## src/rtl/core/apogee_descent_detector_core_defines.svh

```systemverilog
// ----------------------------------------------------------------------------
// Apogee descent detector assertion macros
// Concurrent assertion helpers clocked on i_clk and disabled in reset.
// ----------------------------------------------------------------------------
`ifndef APOGEE_DESCENT_DETECTOR_CORE_DEFINES_SVH
`define APOGEE_DESCENT_DETECTOR_CORE_DEFINES_SVH

`ifndef SYNTHESIS
`define APDD_ASSERT_IMP(lbl, ante, cons, msg) \
    lbl: assert property (@(posedge i_clk) disable iff (!i_rst_n) (ante) |-> (cons)) \
        else $error(msg);
`define APDD_ASSERT_NXT(lbl, ante, cons, msg) \
    lbl: assert property (@(posedge i_clk) disable iff (!i_rst_n) (ante) |=> (cons)) \
        else $error(msg);
`else
`define APDD_ASSERT_IMP(lbl, ante, cons, msg)
`define APDD_ASSERT_NXT(lbl, ante, cons, msg)
`endif

`endif

```

## src/rtl/core/apdd_pkg.sv

```systemverilog
// ----------------------------------------------------------------------------
// Apogee descent detector package
// Shared widths, register codes, reset values and types.
// ----------------------------------------------------------------------------
package apdd_pkg;

    localparam int WINDOW_LEN_DEF = 5;
    localparam int WARMUP_LEN_DEF = 10;

    localparam int ALT_W      = 25;
    localparam int RATE_W     = 21;
    localparam int ABS_W      = 20;
    localparam int CNT_W      = 8;
    localparam int GAIN_W     = 16;
    localparam int BASE_W     = 17;
    localparam int MINH_W     = 20;
    localparam int LIMIT_W    = 18;
    localparam int DROP_W     = 17;
    localparam int PDROP_W    = 20;
    localparam int CFG_IDX_W  = 3;
    localparam int CFG_DATA_W = 20;
    localparam int IN_TDATA_W  = 32;
    localparam int OUT_TDATA_W = 56;

    localparam int OP_A_W  = 25;
    localparam int OP_B_W  = 17;
    localparam int PROD_W  = OP_A_W + OP_B_W;
    localparam int ACC_W   = 44;
    localparam int RATE_FRAC = 8;
    localparam int RATE_MAX  = 1000000;

    localparam logic [CFG_IDX_W-1:0] CFG_RATE_GAIN    = 3'd0;
    localparam logic [CFG_IDX_W-1:0] CFG_BASE_THRESH  = 3'd1;
    localparam logic [CFG_IDX_W-1:0] CFG_APOGEE_MINH  = 3'd2;
    localparam logic [CFG_IDX_W-1:0] CFG_APOGEE_RATE  = 3'd3;
    localparam logic [CFG_IDX_W-1:0] CFG_APOGEE_DROP  = 3'd4;
    localparam logic [CFG_IDX_W-1:0] CFG_DESCENT_RATE = 3'd5;
    localparam logic [CFG_IDX_W-1:0] CFG_PEAK_DROP    = 3'd6;
    localparam logic [CFG_IDX_W-1:0] CFG_REQ_COUNT    = 3'd7;

    localparam logic [GAIN_W-1:0]         RST_RATE_GAIN    = 16'd512;
    localparam logic [BASE_W-1:0]         RST_BASE_THRESH  = 17'd20;
    localparam logic [MINH_W-1:0]         RST_APOGEE_MINH  = 20'd1000;
    localparam logic signed [LIMIT_W-1:0] RST_APOGEE_RATE  = -18'sd50;
    localparam logic [DROP_W-1:0]         RST_APOGEE_DROP  = 17'd50;
    localparam logic signed [LIMIT_W-1:0] RST_DESCENT_RATE = -18'sd100;
    localparam logic [PDROP_W-1:0]        RST_PEAK_DROP    = 20'd500;
    localparam logic [CNT_W-1:0]          RST_REQ_COUNT    = 8'd5;

    typedef enum logic [7:0] {
        S_IDLE  = 8'b0000_0001,
        S_RATE  = 8'b0000_0010,
        S_RWAIT = 8'b0000_0100,
        S_RSAT  = 8'b0000_1000,
        S_MEAN  = 8'b0001_0000,
        S_MWAIT = 8'b0010_0000,
        S_DEC   = 8'b0100_0000,
        S_DONE  = 8'b1000_0000
    } t_state;

    typedef struct packed {
        logic issue;
        logic clear;
    } t_mac_ctl;

endpackage

```

## src/rtl/core/apogee_descent_detector_core.sv

```systemverilog
// ----------------------------------------------------------------------------
// Apogee descent detector core
// Tracks peak altitude, derives a vertical rate and flags apogee and descent.
// ----------------------------------------------------------------------------
// Altitude samples enter on the slave stream, one item per check interval.
// Each item yields exactly one result item on the master stream carrying the
// apogee flag, the descent confirmation, the peak, the rate and the counter.
// The block accepts an item only while its sequencer is idle. During warm-up
// the sequencer goes from idle straight to the done state. After warm-up it
// steps through the rate, rate-wait, saturation, mean, mean-wait, decision
// and done states on the single shared multiply-accumulate unit: two terms
// for the rate and 3 + WINDOW_LEN terms for the mean comparison, each product
// registered before it is accumulated. The next item is accepted only after
// the last result has moved into the output register.
// A result waits in the output register while the receiver stalls; the next
// item is still accepted and processed, and its finish waits for the slot.
// Synchronous active-low reset clears the peak, warm-up count, apogee flag,
// counter and handshakes, and loads the register defaults. Configuration is
// written through i_cfg_we, i_cfg_idx and i_cfg_data while the block is idle.
// ----------------------------------------------------------------------------
`include "apogee_descent_detector_core_defines.svh"

module apogee_descent_detector_core #(
    parameter int WINDOW_LEN = apdd_pkg::WINDOW_LEN_DEF,
    parameter int WARMUP_LEN = apdd_pkg::WARMUP_LEN_DEF
) (
    input  logic                                  i_clk,
    input  logic                                  i_rst_n,
    input  logic                                  i_cfg_we,
    input  logic [apdd_pkg::CFG_IDX_W-1:0]        i_cfg_idx,
    input  logic [apdd_pkg::CFG_DATA_W-1:0]       i_cfg_data,
    input  logic                                  i_s_tvalid,
    output logic                                  o_s_tready,
    // [24:0] altitude_sample, [31:25] zero
    input  logic [apdd_pkg::IN_TDATA_W-1:0]       i_s_tdata,
    output logic                                  o_m_tvalid,
    input  logic                                  i_m_tready,
    // [0] apogee_seen, [1] descent_confirmed, [26:2] peak_altitude,
    // [47:27] vertical_rate, [55:48] descent_count
    output logic [apdd_pkg::OUT_TDATA_W-1:0]      o_m_tdata
);
    import apdd_pkg::*;

    localparam int WARM_W    = $clog2(WARMUP_LEN + 1);
    localparam int WIN_IDX_W = (WINDOW_LEN > 1) ? $clog2(WINDOW_LEN) : 1;
    localparam int TERM_ALT  = 0;
    localparam int TERM_BASE = 1;
    localparam int TERM_ABS  = 2;
    localparam int TERM_WIN0 = 3;
    localparam int TERM_LAST = TERM_WIN0 + WINDOW_LEN - 1;
    localparam int IDX_W     = $clog2(TERM_LAST + 1);

    localparam logic [WARM_W-1:0]        WARM_FULL   = WARM_W'(WARMUP_LEN);
    localparam logic signed [OP_B_W-1:0] K_TEN_WIN   = OP_B_W'(10 * WINDOW_LEN);
    localparam logic signed [OP_B_W-1:0] K_WIN       = OP_B_W'(WINDOW_LEN);
    localparam logic signed [OP_B_W-1:0] K_NEG_TEN   = -OP_B_W'(10);
    localparam logic signed [ACC_W-1:0]  RATE_HI     = ACC_W'(RATE_MAX);
    localparam logic signed [ACC_W-1:0]  RATE_LO     = -ACC_W'(RATE_MAX);
    localparam logic [CNT_W-1:0]         CNT_MAX     = '1;

    logic [GAIN_W-1:0]         r_gain;
    logic [BASE_W-1:0]         r_base;
    logic [MINH_W-1:0]         r_minh;
    logic signed [LIMIT_W-1:0] r_arl;
    logic [DROP_W-1:0]         r_adrop;
    logic signed [LIMIT_W-1:0] r_drl;
    logic [PDROP_W-1:0]        r_pdrop;
    logic [CNT_W-1:0]          r_req;

    t_state                    r_state;
    logic [IDX_W-1:0]          r_idx;
    logic signed [ALT_W-1:0]   r_win [WINDOW_LEN];
    logic signed [ALT_W-1:0]   r_alt;
    logic signed [ALT_W-1:0]   r_peak;
    logic [WARM_W-1:0]         r_warm;
    logic                      r_apogee;
    logic [CNT_W-1:0]          r_cnt;
    logic                      r_conf;
    logic signed [RATE_W-1:0]  r_rate;
    logic [ABS_W-1:0]          r_abs;

    logic                      r_out_valid;
    logic                      r_out_apogee;
    logic                      r_out_conf;
    logic signed [ALT_W-1:0]   r_out_peak;
    logic signed [RATE_W-1:0]  r_out_rate;
    logic [CNT_W-1:0]          r_out_cnt;

    logic                      accept;
    logic                      out_free;
    logic signed [ALT_W-1:0]   in_alt;
    logic [WARM_W-1:0]         warm_nx;
    t_mac_ctl                  mac_ctl;
    logic signed [OP_A_W-1:0]  op_a;
    logic signed [OP_B_W-1:0]  op_b;
    logic signed [ACC_W-1:0]   acc;
    logic [IDX_W-1:0]          term_off;
    logic [WIN_IDX_W-1:0]      win_sel;
    logic signed [ACC_W-1:0]   rate_full;
    logic signed [RATE_W-1:0]  rate_sat;
    logic signed [ALT_W+2:0]   peak_x;
    logic signed [ALT_W+2:0]   alt_x;
    logic                      apo_hit;
    logic                      desc;
    logic [CNT_W-1:0]          cnt_inc;

    assign accept   = i_s_tvalid && o_s_tready;
    assign out_free = !r_out_valid || i_m_tready;
    assign in_alt   = i_s_tdata[ALT_W-1:0];
    assign warm_nx  = (r_warm < WARM_FULL) ? r_warm + 1'b1 : r_warm;

    always_ff @(posedge i_clk) begin
        if (!i_rst_n) begin
            r_gain  <= RST_RATE_GAIN;
            r_base  <= RST_BASE_THRESH;
            r_minh  <= RST_APOGEE_MINH;
            r_arl   <= RST_APOGEE_RATE;
            r_adrop <= RST_APOGEE_DROP;
            r_drl   <= RST_DESCENT_RATE;
            r_pdrop <= RST_PEAK_DROP;
            r_req   <= RST_REQ_COUNT;
        end else if (i_cfg_we) begin
            unique case (i_cfg_idx)
                CFG_RATE_GAIN:    r_gain  <= i_cfg_data[GAIN_W-1:0];
                CFG_BASE_THRESH:  r_base  <= i_cfg_data[BASE_W-1:0];
                CFG_APOGEE_MINH:  r_minh  <= i_cfg_data[MINH_W-1:0];
                CFG_APOGEE_RATE:  r_arl   <= i_cfg_data[LIMIT_W-1:0];
                CFG_APOGEE_DROP:  r_adrop <= i_cfg_data[DROP_W-1:0];
                CFG_DESCENT_RATE: r_drl   <= i_cfg_data[LIMIT_W-1:0];
                CFG_PEAK_DROP:    r_pdrop <= i_cfg_data[PDROP_W-1:0];
                CFG_REQ_COUNT:    r_req   <= i_cfg_data[CNT_W-1:0];
                default: ;
            endcase
        end
    end

    assign term_off = r_idx - IDX_W'(TERM_WIN0);
    assign win_sel  = term_off[WIN_IDX_W-1:0];

    always_comb begin
        mac_ctl.issue = (r_state == S_RATE) || (r_state == S_MEAN);
        mac_ctl.clear = accept || (r_state == S_RSAT);
        op_a = r_win[0];
        op_b = OP_B_W'($signed({1'b0, r_gain}));
        if (r_state == S_RATE) begin
            if (r_idx != '0) begin
                op_a = r_win[WINDOW_LEN-1];
                op_b = -OP_B_W'($signed({1'b0, r_gain}));
            end
        end else begin
            case (r_idx)
                IDX_W'(TERM_ALT): begin
                    op_a = r_alt;
                    op_b = K_TEN_WIN;
                end
                IDX_W'(TERM_BASE): begin
                    op_a = OP_A_W'($signed({1'b0, r_base}));
                    op_b = K_TEN_WIN;
                end
                IDX_W'(TERM_ABS): begin
                    op_a = OP_A_W'($signed({1'b0, r_abs}));
                    op_b = K_WIN;
                end
                default: begin
                    op_a = r_win[win_sel];
                    op_b = K_NEG_TEN;
                end
            endcase
        end
    end

    apdd_mac u_mac (
        .i_clk   (i_clk),
        .i_rst_n (i_rst_n),
        .i_ctl   (mac_ctl),
        .i_a     (op_a),
        .i_b     (op_b),
        .o_acc   (acc)
    );

    always_comb begin
        rate_full = acc >>> RATE_FRAC;
        if (rate_full > RATE_HI) begin
            rate_sat = RATE_W'(RATE_HI);
        end else if (rate_full < RATE_LO) begin
            rate_sat = RATE_W'(RATE_LO);
        end else begin
            rate_sat = rate_full[RATE_W-1:0];
        end
    end

    always_comb begin
        peak_x  = (ALT_W+3)'(r_peak);
        alt_x   = (ALT_W+3)'(r_alt);
        apo_hit = (peak_x > (ALT_W+3)'($signed({1'b0, r_minh})))
               && (r_rate < RATE_W'(r_arl))
               && (alt_x < peak_x - (ALT_W+3)'($signed({1'b0, r_adrop})));
        desc    = acc[ACC_W-1]
               || (r_rate < RATE_W'(r_drl))
               || (alt_x < peak_x - (ALT_W+3)'($signed({1'b0, r_pdrop})));
        cnt_inc = (r_cnt == CNT_MAX) ? r_cnt : r_cnt + 1'b1;
    end

    always_ff @(posedge i_clk) begin
        if (accept) begin
            r_alt <= in_alt;
            r_win[0] <= in_alt;
            for (int k = 1; k < WINDOW_LEN; k++) begin
                r_win[k] <= r_win[k-1];
            end
        end
        if (r_state == S_RSAT) begin
            r_abs <= rate_sat[RATE_W-1] ? ABS_W'(-rate_sat) : ABS_W'(rate_sat);
        end
    end

    always_ff @(posedge i_clk) begin
        if (!i_rst_n) begin
            r_state  <= S_IDLE;
            r_idx    <= '0;
            r_peak   <= '0;
            r_warm   <= '0;
            r_apogee <= 1'b0;
            r_cnt    <= '0;
            r_conf   <= 1'b0;
            r_rate   <= '0;
        end else begin
            unique case (r_state)
                S_IDLE: begin
                    if (accept) begin
                        if (in_alt > r_peak) begin
                            r_peak <= in_alt;
                        end
                        r_warm <= warm_nx;
                        r_conf <= 1'b0;
                        r_rate <= '0;
                        r_idx  <= '0;
                        r_state <= (warm_nx == WARM_FULL) ? S_RATE : S_DONE;
                    end
                end
                S_RATE: begin
                    if (r_idx != '0) begin
                        r_idx   <= '0;
                        r_state <= S_RWAIT;
                    end else begin
                        r_idx <= r_idx + 1'b1;
                    end
                end
                S_RWAIT: begin
                    r_state <= S_RSAT;
                end
                S_RSAT: begin
                    r_rate  <= rate_sat;
                    r_state <= S_MEAN;
                end
                S_MEAN: begin
                    if (r_idx == IDX_W'(TERM_LAST)) begin
                        r_idx   <= '0;
                        r_state <= S_MWAIT;
                    end else begin
                        r_idx <= r_idx + 1'b1;
                    end
                end
                S_MWAIT: begin
                    r_state <= S_DEC;
                end
                S_DEC: begin
                    if (!r_apogee && apo_hit) begin
                        r_apogee <= 1'b1;
                    end else if (r_apogee) begin
                        if (desc) begin
                            r_cnt  <= cnt_inc;
                            r_conf <= (cnt_inc >= r_req);
                        end else if (r_cnt != '0) begin
                            r_cnt <= r_cnt - 1'b1;
                        end
                    end
                    r_state <= S_DONE;
                end
                S_DONE: begin
                    if (out_free) begin
                        r_state <= S_IDLE;
                    end
                end
                default: begin
                    r_state <= S_IDLE;
                end
            endcase
        end
    end

    always_ff @(posedge i_clk) begin
        if (!i_rst_n) begin
            r_out_valid <= 1'b0;
        end else if ((r_state == S_DONE) && out_free) begin
            r_out_valid <= 1'b1;
        end else if (i_m_tready) begin
            r_out_valid <= 1'b0;
        end
    end

    always_ff @(posedge i_clk) begin
        if ((r_state == S_DONE) && out_free) begin
            r_out_apogee <= r_apogee;
            r_out_conf   <= r_conf;
            r_out_peak   <= r_peak;
            r_out_rate   <= r_rate;
            r_out_cnt    <= r_cnt;
        end
    end

    assign o_s_tready = (r_state == S_IDLE);
    assign o_m_tvalid = r_out_valid;
    assign o_m_tdata  = {r_out_cnt, r_out_rate, r_out_peak, r_out_conf, r_out_apogee};

    `APDD_ASSERT_IMP(a_cnt_before_apogee, !r_apogee, r_cnt == '0,
        "Descent counter moved before apogee was flagged")
    `APDD_ASSERT_IMP(a_conf_needs_apogee, r_out_valid && r_out_conf, r_out_apogee,
        "Descent confirmed without apogee")
    `APDD_ASSERT_IMP(a_rate_zero_warmup, (r_state == S_DONE) && (r_warm != WARM_FULL),
        r_rate == '0, "Nonzero rate during warm-up")
    `APDD_ASSERT_NXT(a_accept_next, accept, (r_state == S_RATE) || (r_state == S_DONE),
        "Sequencer did not start after an accepted item")

endmodule

```

## src/rtl/core/apdd_mac.sv

```systemverilog
// ----------------------------------------------------------------------------
// Apogee descent detector multiply-accumulate unit
// Registered signed product followed by a registered accumulator.
// ----------------------------------------------------------------------------
module apdd_mac (
    input  logic                                  i_clk,
    input  logic                                  i_rst_n,
    input  apdd_pkg::t_mac_ctl                    i_ctl,
    input  logic signed [apdd_pkg::OP_A_W-1:0]    i_a,
    input  logic signed [apdd_pkg::OP_B_W-1:0]    i_b,
    output logic signed [apdd_pkg::ACC_W-1:0]     o_acc
);
    import apdd_pkg::*;

    logic signed [PROD_W-1:0] r_prod;
    logic                     r_pv;
    logic signed [ACC_W-1:0]  r_acc;

    always_ff @(posedge i_clk) begin
        r_prod <= i_a * i_b;
    end

    always_ff @(posedge i_clk) begin
        if (!i_rst_n) begin
            r_pv  <= 1'b0;
            r_acc <= '0;
        end else begin
            r_pv <= i_ctl.issue;
            if (i_ctl.clear) begin
                r_acc <= '0;
            end else if (r_pv) begin
                r_acc <= r_acc + ACC_W'(r_prod);
            end
        end
    end

    assign o_acc = r_acc;

endmodule

```

## config.mk

```make
export PLATFORM = sky130hd
export DESIGN_NAME = apogee_descent_detector_core
export DESIGN_NICKNAME = d
export VERILOG_FILES = /design/src/rtl/core/apdd_pkg.sv /design/src/rtl/core/apogee_descent_detector_core.sv /design/src/rtl/core/apdd_mac.sv
export VERILOG_INCLUDE_DIRS = /design/src /design/src/rtl/core
export SDC_FILE = /design/constraint.sdc
export NUM_CORES = 2
export LEC_CHECK = 0
export BUFFER_PORTS_ARGS = -buffer_cell sky130_fd_sc_hd__clkbuf_2
export CORE_MARGIN = 2
export CORE_UTILIZATION = 55
export DETAILED_ROUTE_END_ITERATION = 6
export PLACE_DENSITY = 0.77
export SLEW_MARGIN = 20
export SYNTH_ARGS = -nofsm -noshare
export SYNTH_HDL_FRONTEND = slang
export SYNTH_SLANG_ARGS = --single-unit
```

## constraint.sdc

```tcl
create_clock -name i_clk -period 26.1 [get_ports i_clk]
set_input_delay 6.525 -clock i_clk [delete_from_list [all_inputs] [get_ports i_clk]]
set_output_delay 6.525 -clock i_clk [all_outputs]
set_load 0.02 [all_outputs]
```

==> impl_metrics.env <==
export IMPL_cts_hold_buf=0
export IMPL_peakVddDrop_uv=53.1
export IMPL_cp_common_cell="fa_1"
export IMPL_min_path_type="register to register"
export IMPL_overflow=0
export IMPL_tns_ns=0
export IMPL_drive_above_1_share_pct=7.29
export IMPL_power_leakage_uw=0.0205
export IMPL_antenna_found_initial=2
export IMPL_synth_edf_count=201
export IMPL_drt_drc_violations_left=0
export IMPL_dieArea_um2=78300
export IMPL_drt_wirelength_per_cell_um=20.7
export IMPL_async_reset_ff_share_pct=0
export IMPL_synth_warnings=0
export IMPL_cts_resized=0
export IMPL_h_tree_depth=2
export IMPL_critPathKind="register to register"
export IMPL_crit_family="adder cells"
export IMPL_ys_types=86
export IMPL_drt_initial_drc_count=2644
export IMPL_final_cell_mix="inv_1 (625), nand2_1 (583), fa_1 (419)"
export IMPL_clk_latency_ns=0.63
export IMPL_grt_pass1_vias=32900
export IMPL_crit_path_end_kind="register"
export IMPL_clk_pin_slew_worst_paths_ns=0.06
export IMPL_cp_required_ns=26.56
export IMPL_synthFlopType="dfxtp_1"
export IMPL_wl_met1_mm=45.8
export IMPL_ys_seq_area_share_pct=28.4
export IMPL_syn2layout_area_growth_pct=7.92
export IMPL_clock_sink_count=494
export IMPL_final_common_cell="inv_1"
export IMPL_max_cap_violations=0
export IMPL_cts_tree="built"
export IMPL_track_usage_pct=29.7
export IMPL_p_sw_share_pct=36.5
export IMPL_cts_path_max_buffers=3
export IMPL_p_sw_uw=978
export IMPL_io_buffers=110
export IMPL_cts_made_buffers=53
export IMPL_core_um2=75700
export IMPL_finalCritPeriodShare_pct=39.9
export IMPL_crit_path_top_delay_cell="o31ai_1"
export IMPL_avgSynthCellArea_um2=9.31
export IMPL_fin_skew_ns=0.0391
export IMPL_slew_viol_final=0
export IMPL_io_pins=118
export IMPL_status="completed"
export IMPL_grt_pass1_wl_mm=180
export IMPL_setup_viol=0
export IMPL_cp_start_kind="register"
export IMPL_fin_crit_ns=10.41
export IMPL_root_buffer="clkbuf_16"
export IMPL_worst_pin_slew_ns=1.15
export IMPL_place_congestion=0.941
export IMPL_synth_fp_nets=5308
export IMPL_synthCells=4494
export IMPL_synth_seq_cells=494
export IMPL_start_util_pct=55.3
export IMPL_final_antenna_net_count=0
export IMPL_power_share_clock_pct=27.6
export IMPL_pwr_density_cell_nw_per_um2=59.3
export IMPL_internal_power_uw=1700
export IMPL_die_height_um=280
export IMPL_synth_cell_area_um2=41900
export IMPL_totalWireLength_mm=115
export IMPL_drt_first_pass_iters=5
export IMPL_hpwl_mm=85.4
export IMPL_rows=101
export IMPL_worstPathMaxFanout=28
export IMPL_wl_met2_mm=53.6
export IMPL_via_per_inst=5.91
export IMPL_via_count=32800
export IMPL_critPathBufInv=7
export IMPL_rsz0062_at_grt="false"
export IMPL_worst_ep_arrival_time_ns=10.87
export IMPL_layout_nets=5350
export IMPL_grt_start_max_net_pins=82
export IMPL_die_w_um=280
export IMPL_crit_path_max_incr_delay_ns=0.88
export IMPL_hold_slack_ns=0.444
export IMPL_combPwrFrac_pct=37.3
export IMPL_hold_viol_final=0
export IMPL_p_seq_share_pct=35.1
export IMPL_relSlewSlack_pct=23.6
export IMPL_cts_setup_buffers=0
export IMPL_routed_top_layer="met5"
export IMPL_met3_length_mm=9.56
export IMPL_fin_util_pct=59.7
export IMPL_fillers=6397
export IMPL_fmax_mhz=96.0
## cells in the mapped netlist (41+ instances only)
master	instances	area, um^2
o21a_1	42	315
ha_1	335	4190
and2_1	67	419
edfxtp_1	201	6040
o211ai_1	62	465
a21boi_0	49	368
clkbuf_1	151	567
xnor2_1	105	920
inv_1	626	2350
mux2i_1	75	751
nor2b_1	86	538
fa_1	419	8390
nand2_1	583	2190
nor2_1	327	1230
xor2_1	41	359
nand3_1	69	345
a21oi_1	227	1140
dfxtp_1	293	5870
a21o_1	103	773
nand2b_1	49	307
o21ai_0	112	561
## state kept, by name (all words and copies together) (netlist names), 16 cells and up
signal and cells:
r_adrop 17, r_arl 18, r_peak 25, r_gain 16, r_rate 21, u_mac.o_acc 44
r_out_peak 25, r_win 125, r_out_rate 21, r_drl 18, r_minh 20, r_pdrop 20
r_base 17, r_abs 20, u_mac.r_prod 42
## worst reg2reg max path, delay by kind of cell, from the launching register on
kind,cells,cell delay [ns]
fa+ha+maj,8,4.23
xor+xnor,1,0.38
compound gates,5,2.33
mux,2,0.75
flops,1,0.31
simple gates,7,1.03
buf+inv,7,1.25
## final cells by class
| cell class | instances | area [um^2] | area share (%) |
|---|---|---|---|
| diodes | 1 | 2.50 | 0.00554 |
| clock buffers | 77 | 1450 | 3.20 |
| flip-flops and latches | 494 | 11900 | 26.4 |
| inverters | 629 | 2360 | 5.24 |
| clock inverters | 22 | 236 | 0.524 |
| repair buffers | 163 | 951 | 2.11 |
| multi-input cells | 3195 | 27000 | 59.9 |
| well taps | 978 | 1220 | 2.71 |
## layer usage
metal  up-vias  track usage, %
met3       292            5.27
li1      15100               -
met1     16200            38.4
met4         2            14.0
met2      1311            48.5
met5         -               0
## cell families (layout without fill, tap and decap cells)
| family | count (synthesis) | count (layout) | share of synthesized area (%) |
|---|---|---|---|
| adder cells (fa/ha/maj) | 754 | 754 | 30.1 |
| flip-flops | 494 | 494 | 28.4 |
| multiplexers | 110 | 110 | 3.41 |
| AO/OA/AOI/OAI | 815 | 815 | 12.7 |
| XOR/XNOR | 146 | 146 | 3.06 |
| buffers and inverters | 805 | 891 | 7.28 |
| other | 0 | 1 | 0 |
| AND/OR/NAND/NOR | 1370 | 1370 | 15.0 |
## worst paths after layout
kind,from,end,slack (ns),cells after the start
worst max-delay path,r_idx[0],u_mac.r_prod[41],15.69,30
worst min register to register,r_win[2][22],r_win[3][22],0.44,0
worst min-delay path,r_win[2][22],r_win[3][22],0.44,0
worst max register to register,r_idx[0],u_mac.r_prod[41],15.69,30
## power by group through the flow
stage                     registers [uW]  clock network [uW]  logic [uW]
final                                941                 741         999
after global placement               953                   0         968
after floorplan                      929                   0         734
after detailed placement             955                   0         988
after global routing                 944                 781        1120
after CTS                            940                 748         995
## stage by stage
| stage | setup slack (ns) | instances | cell area (um^2) | total power, uW |
|---|---|---|---|---|
| 2_1_floorplan | 14.62 | 4494 | 41900 | 1660 |
| 3_3_place_gp | 15.81 | 5459 | 43500 | 1920 |
| 3_5_place_dp | 15.63 | 5459 | 43500 | 1940 |
| 4_1_cts | 15.60 | 5558 | 45200 | 2680 |
| 5_1_grt | 15.10 | 5558 | 45200 | 2840 |
| 6_report | 15.69 | 5559 | 45200 | 2680 |
(Power assumes the default switching activity.)
